File: config.mk
export PLATFORM = sky130hd
export DESIGN_NAME = rgb_ycbcr_color_convert_unit
export DESIGN_NICKNAME = d
export VERILOG_FILES = /design/src/rtl/rycc_pkg.sv /design/src/rtl/rycc_front.sv /design/src/rtl/rycc_back.sv /design/src/rtl/rycc_round.sv /design/src/rtl/rgb_ycbcr_color_convert_unit.sv
export SDC_FILE = /design/constraint.sdc
export NUM_CORES = 2
export LEC_CHECK = 0
export BUFFER_PORTS_ARGS = -buffer_cell sky130_fd_sc_hd__buf_2
export CORE_MARGIN = 2
export CORE_UTILIZATION = 45
export DETAILED_ROUTE_END_ITERATION = 10
export PLACE_DENSITY = 0.58
export SLEW_MARGIN = 0
export SYNTH_ARGS = -nofsm -noshare
export SYNTH_HDL_FRONTEND = slang
export SYNTH_HIERARCHICAL = 1
export SYNTH_SLANG_ARGS = --single-unit
File: constraint.sdc
create_clock -name i_clk -period 17.1 [get_ports i_clk]
set_input_delay 3.42 -clock i_clk [delete_from_list [all_inputs] [get_ports i_clk]]
set_output_delay 3.42 -clock i_clk [all_outputs]
set_load 0.01 [all_outputs]
File: src/rtl/rycc_pkg.sv
// ----------------------------------------------------------------------------
// rycc_pkg - shared constants, types and helpers
// Sample and coefficient formats, BT.709 weights in fixed point, the stage
// bus types between the pipeline modules and the final round/saturate helper.
// ----------------------------------------------------------------------------
package rycc_pkg;

    localparam int SAMPLE_BITS    = 12;
    localparam int COEF_FRAC_BITS = 16;

    // Coefficient word: Q2.COEF_FRAC_BITS plus a sign bit
    localparam int CF_W = COEF_FRAC_BITS + 3;
    // Front-end word: products and sums with COEF_FRAC_BITS fraction bits
    localparam int W1   = SAMPLE_BITS + COEF_FRAC_BITS + 3;
    // Back-end word: values with 2*COEF_FRAC_BITS fraction bits
    localparam int W3   = SAMPLE_BITS + 2 * COEF_FRAC_BITS + 4;
    // Stream data: three samples packed, padded to whole bytes
    localparam int TDATA_W = ((3 * SAMPLE_BITS + 7) / 8) * 8;

    typedef logic        [SAMPLE_BITS-1:0] t_smp;
    typedef logic signed [SAMPLE_BITS:0]   t_opnd;
    typedef logic signed [CF_W-1:0]        t_coef;
    typedef logic signed [W1-1:0]          t_w1;
    typedef logic signed [W3-1:0]          t_w3;
    typedef logic signed [W3:0]            t_w3x;

    localparam t_opnd SMP_MID = t_opnd'(1 <<< (SAMPLE_BITS - 1));
    localparam t_smp  SMP_MAX = '1;

    // Forward weights, rounded to nearest from exact ratios
    localparam t_coef C_KR = t_coef'(((64'sd2126 <<< COEF_FRAC_BITS) + 64'sd5000) / 64'sd10000);
    localparam t_coef C_KG = t_coef'(((64'sd7152 <<< COEF_FRAC_BITS) + 64'sd5000) / 64'sd10000);
    localparam t_coef C_KB = t_coef'(((64'sd722 <<< COEF_FRAC_BITS) + 64'sd5000) / 64'sd10000);
    localparam t_coef C_CB = t_coef'(((64'sd5000 <<< COEF_FRAC_BITS) + 64'sd4639) / 64'sd9278);
    localparam t_coef C_CR = t_coef'(((64'sd5000 <<< COEF_FRAC_BITS) + 64'sd3937) / 64'sd7874);
    // Reverse weights
    localparam t_coef C_RCR  = t_coef'(((64'sd15748 <<< COEF_FRAC_BITS) + 64'sd5000) / 64'sd10000);
    localparam t_coef C_BCB  = t_coef'(((64'sd18556 <<< COEF_FRAC_BITS) + 64'sd5000) / 64'sd10000);
    localparam t_coef C_INVG = t_coef'(((64'sd10000 <<< COEF_FRAC_BITS) + 64'sd3576) / 64'sd7152);
    localparam t_coef C_RG   = t_coef'(((64'sd2126 <<< COEF_FRAC_BITS) + 64'sd3576) / 64'sd7152);
    localparam t_coef C_BG   = t_coef'(((64'sd722 <<< COEF_FRAC_BITS) + 64'sd3576) / 64'sd7152);

    // Rounding constants for values carrying 2*COEF_FRAC_BITS fraction bits
    localparam t_w3x RND_HALF = t_w3x'(64'sd1 <<< (2 * COEF_FRAC_BITS - 1));
    localparam t_w3x RND_MID  = t_w3x'(64'sd1 <<< (SAMPLE_BITS - 1 + 2 * COEF_FRAC_BITS));

    // Bus from the front end (stage 2) to the back end
    typedef struct packed {
        logic vld;
        logic last;
        t_w1  v0;
        t_w1  v1;
        t_w1  v2;
    } t_s2_bus;

    // Bus from the back end (stage 4) to the output stage
    typedef struct packed {
        logic vld;
        logic last;
        t_w3  v0;
        t_w3  v1;
        t_w3  v2;
    } t_s4_bus;

    // Round to nearest (ties up), optionally add the chroma offset, saturate
    function automatic t_smp round_sat(input t_w3 v, input logic add_mid);
        t_w3x                          s;
        logic [W3-2*COEF_FRAC_BITS-1:0] hi;
        t_smp                          res;
        s  = t_w3x'(v) + RND_HALF + (add_mid ? RND_MID : t_w3x'(0));
        hi = s[W3-1:2*COEF_FRAC_BITS];
        if (s[W3]) begin
            res = '0;
        end else if (hi > (W3-2*COEF_FRAC_BITS)'(SMP_MAX)) begin
            res = SMP_MAX;
        end else begin
            res = hi[SAMPLE_BITS-1:0];
        end
        return res;
    endfunction

endpackage

File: src/rtl/rycc_front.sv
// ----------------------------------------------------------------------------
// rycc_front - weighting and first sums (stages 1 and 2)
// Stage 1 forms three weighted samples, stage 2 adds them into Y (forward)
// or into R and B (reverse).
// ----------------------------------------------------------------------------
module rycc_front
    import rycc_pkg::*;
(
    input  logic    i_clk,
    input  logic    i_rst_n,
    input  logic    i_dir,
    input  logic    i_valid,
    output logic    o_ready,
    input  t_smp    i_first,
    input  t_smp    i_second,
    input  t_smp    i_third,
    input  logic    i_last,
    output t_s2_bus o_bus,
    input  logic    i_ready
);

    t_opnd op0, op1, op2;
    t_coef cf0, cf1, cf2;
    t_w1   n_p0, n_p1, n_p2;
    t_w1   n_s0, n_s1, n_s2;

    logic  r_v1, r_v2;
    logic  r_l1, r_l2;
    t_w1   r_p0, r_p1, r_p2;
    t_smp  r_a, r_c;
    t_w1   r_s0, r_s1, r_s2;

    logic  st1_ready, st2_ready;

    assign st2_ready = !r_v2 || i_ready;
    assign st1_ready = !r_v1 || st2_ready;
    assign o_ready   = st1_ready;

    // Stage 1: one multiplier per lane, operands chosen by direction
    always_comb begin
        if (i_dir) begin
            op0 = t_opnd'(i_third) - SMP_MID;
            cf0 = C_RCR;
            op1 = t_opnd'(i_second) - SMP_MID;
            cf1 = C_BCB;
            op2 = t_opnd'(i_first);
            cf2 = C_INVG;
        end else begin
            op0 = t_opnd'(i_first);
            cf0 = C_KR;
            op1 = t_opnd'(i_second);
            cf1 = C_KG;
            op2 = t_opnd'(i_third);
            cf2 = C_KB;
        end
        n_p0 = t_w1'(cf0) * t_w1'(op0);
        n_p1 = t_w1'(cf1) * t_w1'(op1);
        n_p2 = t_w1'(cf2) * t_w1'(op2);
    end

    // Stage 2: forward sums Y; reverse adds the scaled Y to R and B
    always_comb begin
        if (i_dir) begin
            n_s0 = (t_w1'(r_a) <<< COEF_FRAC_BITS) + r_p0;
            n_s1 = (t_w1'(r_a) <<< COEF_FRAC_BITS) + r_p1;
            n_s2 = r_p2;
        end else begin
            n_s0 = r_p0 + r_p1 + r_p2;
            n_s1 = t_w1'(r_a);
            n_s2 = t_w1'(r_c);
        end
    end

    always_ff @(posedge i_clk) begin
        if (!i_rst_n) begin
            r_v1 <= 1'b0;
            r_v2 <= 1'b0;
        end else begin
            if (st1_ready) begin
                r_v1 <= i_valid;
            end
            if (st2_ready) begin
                r_v2 <= r_v1;
            end
        end
    end

    always_ff @(posedge i_clk) begin
        if (st1_ready && i_valid) begin
            r_p0 <= n_p0;
            r_p1 <= n_p1;
            r_p2 <= n_p2;
            r_a  <= i_first;
            r_c  <= i_third;
            r_l1 <= i_last;
        end
        if (st2_ready && r_v1) begin
            r_s0 <= n_s0;
            r_s1 <= n_s1;
            r_s2 <= n_s2;
            r_l2 <= r_l1;
        end
    end

    assign o_bus.vld  = r_v2;
    assign o_bus.last = r_l2;
    assign o_bus.v0   = r_s0;
    assign o_bus.v1   = r_s1;
    assign o_bus.v2   = r_s2;

endmodule

File: src/rtl/rycc_back.sv
// ----------------------------------------------------------------------------
// rycc_back - differences and second weighting (stages 3 and 4)
// Forward: colour differences, then Cb/Cr scaling. Reverse: R and B weights,
// then G. All three lanes leave with 2*COEF_FRAC_BITS fraction bits.
// ----------------------------------------------------------------------------
module rycc_back
    import rycc_pkg::*;
(
    input  logic    i_clk,
    input  logic    i_rst_n,
    input  logic    i_dir,
    input  t_s2_bus i_bus,
    output logic    o_ready,
    output t_s4_bus o_bus,
    input  logic    i_ready
);

    t_w3  e0, e1, e2;
    t_w3  n_t0, n_t1, n_t2, n_t3, n_t4;
    t_w3  n_u0, n_u1, n_u2;

    logic r_v3, r_v4;
    logic r_l3, r_l4;
    t_w3  r_t0, r_t1, r_t2, r_t3, r_t4;
    t_w3  r_u0, r_u1, r_u2;

    logic st3_ready, st4_ready;

    assign st4_ready = !r_v4 || i_ready;
    assign st3_ready = !r_v3 || st4_ready;
    assign o_ready   = st3_ready;

    assign e0 = t_w3'(i_bus.v0);
    assign e1 = t_w3'(i_bus.v1);
    assign e2 = t_w3'(i_bus.v2);

    // Stage 3
    always_comb begin
        if (i_dir) begin
            n_t0 = e0;
            n_t1 = e1;
            n_t2 = e2;
            n_t3 = t_w3'(C_RG) * e0;
            n_t4 = t_w3'(C_BG) * e1;
        end else begin
            n_t0 = e0;
            n_t1 = (e2 <<< COEF_FRAC_BITS) - e0;
            n_t2 = (e1 <<< COEF_FRAC_BITS) - e0;
            n_t3 = '0;
            n_t4 = '0;
        end
    end

    // Stage 4
    always_comb begin
        if (i_dir) begin
            n_u0 = r_t0 <<< COEF_FRAC_BITS;
            n_u1 = (r_t2 <<< COEF_FRAC_BITS) - r_t3 - r_t4;
            n_u2 = r_t1 <<< COEF_FRAC_BITS;
        end else begin
            n_u0 = r_t0 <<< COEF_FRAC_BITS;
            n_u1 = t_w3'(C_CB) * r_t1;
            n_u2 = t_w3'(C_CR) * r_t2;
        end
    end

    always_ff @(posedge i_clk) begin
        if (!i_rst_n) begin
            r_v3 <= 1'b0;
            r_v4 <= 1'b0;
        end else begin
            if (st3_ready) begin
                r_v3 <= i_bus.vld;
            end
            if (st4_ready) begin
                r_v4 <= r_v3;
            end
        end
    end

    always_ff @(posedge i_clk) begin
        if (st3_ready && i_bus.vld) begin
            r_t0 <= n_t0;
            r_t1 <= n_t1;
            r_t2 <= n_t2;
            r_t3 <= n_t3;
            r_t4 <= n_t4;
            r_l3 <= i_bus.last;
        end
        if (st4_ready && r_v3) begin
            r_u0 <= n_u0;
            r_u1 <= n_u1;
            r_u2 <= n_u2;
            r_l4 <= r_l3;
        end
    end

    assign o_bus.vld  = r_v4;
    assign o_bus.last = r_l4;
    assign o_bus.v0   = r_u0;
    assign o_bus.v1   = r_u1;
    assign o_bus.v2   = r_u2;

endmodule

File: src/rtl/rycc_round.sv
// ----------------------------------------------------------------------------
// rycc_round - rounding, saturation and output register (stage 5)
// ----------------------------------------------------------------------------
module rycc_round
    import rycc_pkg::*;
(
    input  logic    i_clk,
    input  logic    i_rst_n,
    input  logic    i_dir,
    input  t_s4_bus i_bus,
    output logic    o_ready,
    output logic    o_valid,
    output t_smp    o_first,
    output t_smp    o_second,
    output t_smp    o_third,
    output logic    o_last,
    input  logic    i_ready
);

    logic r_vld;
    logic r_last;
    t_smp r_first, r_second, r_third;
    logic st5_ready;

    assign st5_ready = !r_vld || i_ready;
    assign o_ready   = st5_ready;

    always_ff @(posedge i_clk) begin
        if (!i_rst_n) begin
            r_vld <= 1'b0;
        end else if (st5_ready) begin
            r_vld <= i_bus.vld;
        end
    end

    // Chroma lanes take the mid-scale offset in the forward direction only
    always_ff @(posedge i_clk) begin
        if (st5_ready && i_bus.vld) begin
            r_first  <= round_sat(i_bus.v0, 1'b0);
            r_second <= round_sat(i_bus.v1, !i_dir);
            r_third  <= round_sat(i_bus.v2, !i_dir);
            r_last   <= i_bus.last;
        end
    end

    assign o_valid  = r_vld;
    assign o_first  = r_first;
    assign o_second = r_second;
    assign o_third  = r_third;
    assign o_last   = r_last;

endmodule

File: src/rtl/rgb_ycbcr_color_convert_unit.sv
// ----------------------------------------------------------------------------
// rgb_ycbcr_color_convert_unit - BT.709 full-range RGB <-> YCbCr converter
// Five-stage pipe, one pixel per clock unless stalled, direction by register.
// ----------------------------------------------------------------------------
// Converts one 12-bit pixel per transfer between RGB and full-range YCbCr
// using BT.709 weights in Q2.16 fixed point. The direction register selects
// RGB to YCbCr (0, reset value) or YCbCr to RGB (1); write it only while no
// pixel is in flight. Every input transfer gives exactly one output transfer,
// and a new pixel can be taken on every clock while the output side is ready.
// The five register stages are: weighting multipliers, first sums,
// differences (or R/B weights), second weighting (or G sum), and rounding
// with saturation into the output register. Each stage holds its pixel
// while the stage after it is full and stalled, so a stalled output backs
// up through the pipe without losing or repeating a pixel. Final
// results are rounded to nearest (ties upward) and clamped to 0..4095;
// intermediate Y, R and B are not clamped. tlast travels with its pixel.
// ----------------------------------------------------------------------------
module rgb_ycbcr_color_convert_unit
    import rycc_pkg::*;
(
    input  logic               i_clk,
    input  logic               i_rst_n,

    // Configuration: bit 0 is the direction
    input  logic               i_cfg_valid,
    output logic               o_cfg_ready,
    input  logic               i_cfg_data,

    // Input pixel stream
    input  logic               i_s_axis_tvalid,
    output logic               o_s_axis_tready,
    // tdata: first_in [11:0], second_in [23:12], third_in [35:24], zero pad
    input  logic [TDATA_W-1:0] i_s_axis_tdata,
    input  logic               i_s_axis_tlast,   // last_pixel_in

    // Output pixel stream
    output logic               o_m_axis_tvalid,
    input  logic               i_m_axis_tready,
    // tdata: first_out [11:0], second_out [23:12], third_out [35:24], zero pad
    output logic [TDATA_W-1:0] o_m_axis_tdata,
    output logic               o_m_axis_tlast    // last_pixel_out
);

    logic    r_direction;

    t_s2_bus s2_bus;
    t_s4_bus s4_bus;
    logic    back_ready;
    logic    round_ready;

    t_smp    out_first, out_second, out_third;

    // Direction register: always ready, so every write is taken
    assign o_cfg_ready = 1'b1;

    always_ff @(posedge i_clk) begin
        if (!i_rst_n) begin
            r_direction <= 1'b0;
        end else if (i_cfg_valid && o_cfg_ready) begin
            r_direction <= i_cfg_data;
        end
    end

    // Stages 1-2: weights and first sums
    rycc_front u_front (
        .i_clk    (i_clk),
        .i_rst_n  (i_rst_n),
        .i_dir    (r_direction),
        .i_valid  (i_s_axis_tvalid),
        .o_ready  (o_s_axis_tready),
        .i_first  (i_s_axis_tdata[SAMPLE_BITS-1:0]),
        .i_second (i_s_axis_tdata[2*SAMPLE_BITS-1:SAMPLE_BITS]),
        .i_third  (i_s_axis_tdata[3*SAMPLE_BITS-1:2*SAMPLE_BITS]),
        .i_last   (i_s_axis_tlast),
        .o_bus    (s2_bus),
        .i_ready  (back_ready)
    );

    // Stages 3-4: differences and second weighting
    rycc_back u_back (
        .i_clk    (i_clk),
        .i_rst_n  (i_rst_n),
        .i_dir    (r_direction),
        .i_bus    (s2_bus),
        .o_ready  (back_ready),
        .o_bus    (s4_bus),
        .i_ready  (round_ready)
    );

    // Stage 5: round, saturate, hold for the output transfer
    rycc_round u_round (
        .i_clk    (i_clk),
        .i_rst_n  (i_rst_n),
        .i_dir    (r_direction),
        .i_bus    (s4_bus),
        .o_ready  (round_ready),
        .o_valid  (o_m_axis_tvalid),
        .o_first  (out_first),
        .o_second (out_second),
        .o_third  (out_third),
        .o_last   (o_m_axis_tlast),
        .i_ready  (i_m_axis_tready)
    );

    // Pack the three samples, first in the lowest bits, pad with zeros
    assign o_m_axis_tdata = TDATA_W'({out_third, out_second, out_first});

endmodule
### After elaboration in Yosys (flattened, before gate mapping)

Index checks and enable logic that the tools add are counted.

* $add $sub $neg: 15
* multipliers: 7
* order comparisons: 3
* mux-type cells: 17
* reductions and logical operators: 15

Operators with widths (number)
* two-way mux 48 bit: 4
* adder 48 x 33 -> 49 bit, second input constant: 2
* adder 49 bit: 2
* subtractor 48 bit: 2
* two-way mux 12 bit: 6
* adder 29 x 31 -> 31 bit: 2
* multiplier 18 x 13 -> 31 bit: 2
* two-way mux 17 bit: 3
* adder 47 x 33 -> 48 bit, second input constant: 1
* greater-than comparator 16 x 12 -> 1 bit, second input constant: 3
* multiplier 16 x 48 -> 47 bit, first input constant: 1
* multiplier 17 x 48 -> 48 bit, first input constant: 1
* subtractor 47 x 31 -> 48 bit: 1
* multiplier 16 x 31 -> 47 bit, first input constant: 1
* subtractor 46 x 31 -> 47 bit: 1
* two-way mux 44 bit: 1
* multiplier 11 x 31 -> 42 bit, first input constant: 1
* adder 31 x 30 -> 31 bit: 1
* adder 31 bit: 1
* two-way mux 31 bit: 1
* multiplier 17 x 12 -> 29 bit: 1
* two-way mux 13 bit: 2
* subtractor 12 x 12 -> 13 bit, second input constant: 2
* logical AND 1 bit: 5
* other kinds (2): 10

* register bits after elaboration: 603
* input bits: 47
* output and inout bits: 44
* logic and storage cells: 92

### Depth between registers and ports, before layout

* depth in word-level cells: 7
* mapped depth: 25
* depth with buffers taken out: 23

### Cells and area by module

Netlist, hierarchy kept.

By module, submodules not included
* rycc_back: instances 1, cells an instance 5556, area each 55248.0 um^2, seq. area each 10369.9 um^2
* rycc_front: instances 1, cells an instance 2437, area each 25742.2 um^2, seq. area each 6346.1 um^2
* rycc_round: instances 1, cells an instance 229, area each 2471.1 um^2, seq. area each 1131.1 um^2
* rgb_ycbcr_color_convert_unit: instances 1, cells an instance 10, area each 81.3 um^2, seq. area each 20.0 um^2

### Worst setup path before layout

Ideal clock, no wire load.

* path type: input to register
* start: input port i_m_axis_tready
* end: register u_back.r_l4 (enable)
* setup time: 0.632 ns
* arrival time: 9.284 ns
* required time: 16.468 ns
* path slack: 7.183 ns
* stages: 3
* path buffers: 0
* path through: nand2b_1 nor2b_1 nor2b_1

* longest elaborated chain between the ends: 3

RTL lines
* start: declaration: line rgb_ycbcr_color_convert_unit.sv:38 `input logic i_m_axis_tready,`
* logical OR 1 bit: line rycc_round.sv:25 `assign st5_ready = !r_vld || i_ready;`
* logical OR 1 bit: line rycc_back.sv:29 `assign st4_ready = !r_v4 || i_ready;`
* logical AND 1 bit: line rycc_back.sv:90 `if (st4_ready && r_v3) begin`
* end signal: assignment: line rycc_back.sv:94 `r_l4 <= r_l3;`
* end: declaration: line rycc_back.sv:23 `logic r_l3, r_l4;`

Every way passes these cells.
A chain may end at the register's enable or synchronous reset.

### Worst setup path after layout

* start: input port i_s_axis_tdata[13]
* end: register u_front.r_p1[28] (data pin)

* longest elaborated chain between the ends: 3

RTL lines
* start: declaration: line rgb_ycbcr_color_convert_unit.sv:33 `input logic [TDATA_W-1:0] i_s_axis_tdata,`
* subtractor 12 x 12 -> 13 bit: line rycc_front.sv:44 `op1 = t_opnd'(i_second) - SMP_MID;`
* two-way mux 13 bit (*): line rycc_front.sv:41 `if (i_dir) begin`
* multiplier 18 x 13 -> 31 bit (*): line rycc_front.sv:57 `n_p1 = t_w1'(cf1) * t_w1'(op1);`
* net u_front.n_p1[28]: line rycc_front.sv:24 `t_w1 n_p0, n_p1, n_p2;`
* end signal: assignment: line rycc_front.sv:91 `r_p1 <= n_p1;`
* end: declaration: line rycc_front.sv:29 `t_w1 r_p0, r_p1, r_p2;`

Mark *: on every way through the listed nets, which the timed path passes. The rest lies on a longest branch.

==> metrics.md <==
| Metric | Value |
|---|---|
| Antenna violations before repair | `10` |
| # resized after CTS | `0` |
| Fmax | `112 MHz` |
| Detail Route Antenna Nets | `0` |
| FF-to-FF End | `u_front/r_p1[28]` |
| Yosys warns | `6` |
| Core ar. | `174000 µm²` |
| Vias per inst | `5.17` |
| IO Pins | `91` |
| DR vias | `52936` |
| Hold Path Class | `reg -> reg` |
| Starting Density | `0.453` |
| Crit path from | `i_s_axis_tdata[13]` |
| WL/cell | `19.9 µm` |
| Status | `complete, no violations` |
| Cts bufs inserted | `61` |
| Horiz. Die Dim | `422 µm` |
| Critical path endpoint | `u_front/r_p1[28]` |
| Row Count | `153` |
| Routed WL | `203 mm` |
| Fillers | `16456` |
| Worst setup EP type | `flip-flop` |
| RR Startpoint | `r_direction` |
| Nets | `10254` |
| Final setup skew | `0.0789 ns` |
| Gpl congestion | `0.928` |
| Final hold viol count | `0` |
| Post-synthesis area per instance | `10.1 µm²` |
| Critical Path RT | `17.53 ns` |
| Max FO, Critical Path | `6` |
| Setup TNS Final | `0 ns` |
| Post-route minimum period | `8.90 ns` |
| Slew HR | `0.218` |
| DP HPWL | `173 mm` |
| Setup Buffers After CTS | `0` |
| Worst-Margin Slew | `1.16 ns` |
| R2R Setup Slk | `9.63 ns` |
| CTS tree | `built` |
| Worst endpoint data arrival time | `9.34 ns` |
| Clock Tree Buf Depth | `3` |
| Layout area overhead | `6.39%` |
| Worst Setup Path Type | `in -> reg` |
| Layout cells sized above 1 | `0.0436` |
| Number of clock sinks | `505` |
| Vias in the first global route | `56348` |
| Tcrit/Tclk final | `0.521` |
| Cts hold-fix bufs | `0` |
| Grt ovf | `0` |
| Synth Instances | `7811` |
| Die extent in y | `422 µm` |
| Slew Viols, Final | `0` |
| Skew-Pair Late Insertion Delay | `0.72 ns` |
| MaxCap Viol Count | `0` |
| Die area | `178000 µm²` |
| Initial DRC Count | `2906` |
| R2r worst-path depth | `22` |
| Final setup vio count | `0` |
| DRC violations left | `0` |
| Clk root buf | `clkbuf_16` |
| GRT Total Usage | `0.231` |
| Worst Min Path Start | `u_back/r_t0[16]` |
| Port bufs | `81` |
| Worst-path clk slew | `0.06 ns` |
| Global-route wire length before repair | `319 mm` |
| H-tree lvl count | `2` |
| Hold_ws | `0.418 ns` |
| Worst Setup Start Kind | `input port` |
| RSZ-0062 raised after global routing | `false` |
| Largest net degree at the start of global routing | `168` |
| Mapped Area | `78800 µm²` |
| DRT Pass-1 Iters | `5` |
final cells by class:
cell class	count	area, µm²	area share
sequential	505	15100	0.180
multi-input combinational	5269	56000	0.668
antenna	4	10.0	0.000119
tap	2325	2910	0.0347
inverter	1911	7170	0.0856
timing repair buffer	106	606	0.00723
clock buffer	73	1590	0.0190
clock inverter	40	425	0.00508
metrics by stage:
| stage | area (µm²) | cells | utilization | setup WS (ns) |
|---|---|---|---|---|
| 4_1_cts | 83800 | 10229 | 0.482 | 8.22 |
| 3_5_place_dp | 81800 | 10116 | 0.470 | 7.48 |
| 3_3_place_gp | 81800 | 10116 | 0.470 | 7.49 |
| 2_1_floorplan | 78900 | 7838 | - | 8.19 |
| 5_1_grt | 83800 | 10230 | 0.482 | 7.78 |
| 6_report | 83800 | 10233 | 0.482 | 8.20 |
cell usage in the layout (no fill, tap or decap), drive strengths merged, types with 58 or more instances in the layout:
cell type,n
fa,1108
edfxtp,499
xor2,150
buf,106
nand2,373
a21o,214
ha,1245
xnor2,240
inv,1917
clkbuf,73
a21oi,371
nor2,289
o21ai,270
and3,58
and2,67
nand3,81
flip-flops by register name, indices dropped and copies added, names as in the netlist, 12 cells and up:
signal and flops:
u_back/r_t2 48, u_back/r_t1 47, u_back/r_t3 47, u_back/r_t4 42
u_front/r_p0 31, u_front/r_p1 31, u_front/r_s0 31, u_front/r_s1 31
u_front/r_p2 30, u_front/r_s2 30, u_back/r_u1 17, u_back/r_u2 17
u_back/r_t0 16, u_back/r_u0 16, u_front/r_a 12, u_front/r_c 12
u_round/o_first 12, u_round/o_second 12, u_round/o_third 12
how the worst min path moves through the flow:
stage                      endpoint  slack, ns  cells after the start
floorplan               u_back/r_l4       0.40                      0
global placement        u_back/r_l3       0.40                      0
detailed placement  u_back/r_u0[35]       0.41                      0
CTS                 u_back/r_u0[35]       0.42                      0
global route        u_back/r_u0[42]       0.43                      0
finish              u_back/r_u0[32]       0.42                      0
routing by layer:
| layer | up-vias | GRT usage | part of all wire |
|---|---|---|---|
| met2 | 1053 | 0.405 | 0.49 |
| li1 | 25483 | - | - |
| met3 | 303 | 0.0188 | 0.036 |
| met1 | 26097 | 0.300 | 0.44 |
| met5 | - | 0 | 0 |
| met4 | 0 | 0.0819 | 0.038 |
worst max-delay path, stage by stage:
cell      delay [ns]
buf_2           0.16
nor2b_1         0.49
fa_1            0.51
inv_1           0.09
fa_1            0.45
fa_1            0.51
inv_1           0.05
fa_1            0.45
fa_1            0.53
inv_1           0.06
fa_1            0.50
inv_1           0.04
ha_1            0.32
a21oi_1         0.17
nor2_1          0.06
a311oi_2        0.40
nand3_1         0.23
a311o_1         0.35
a31oi_2         0.25
mux2i_1         0.21
nand3_1         0.08
Power is left out: the tool's default activity adds up to more than one toggle a clock period on the data nets, which glitch-free logic cannot reach.
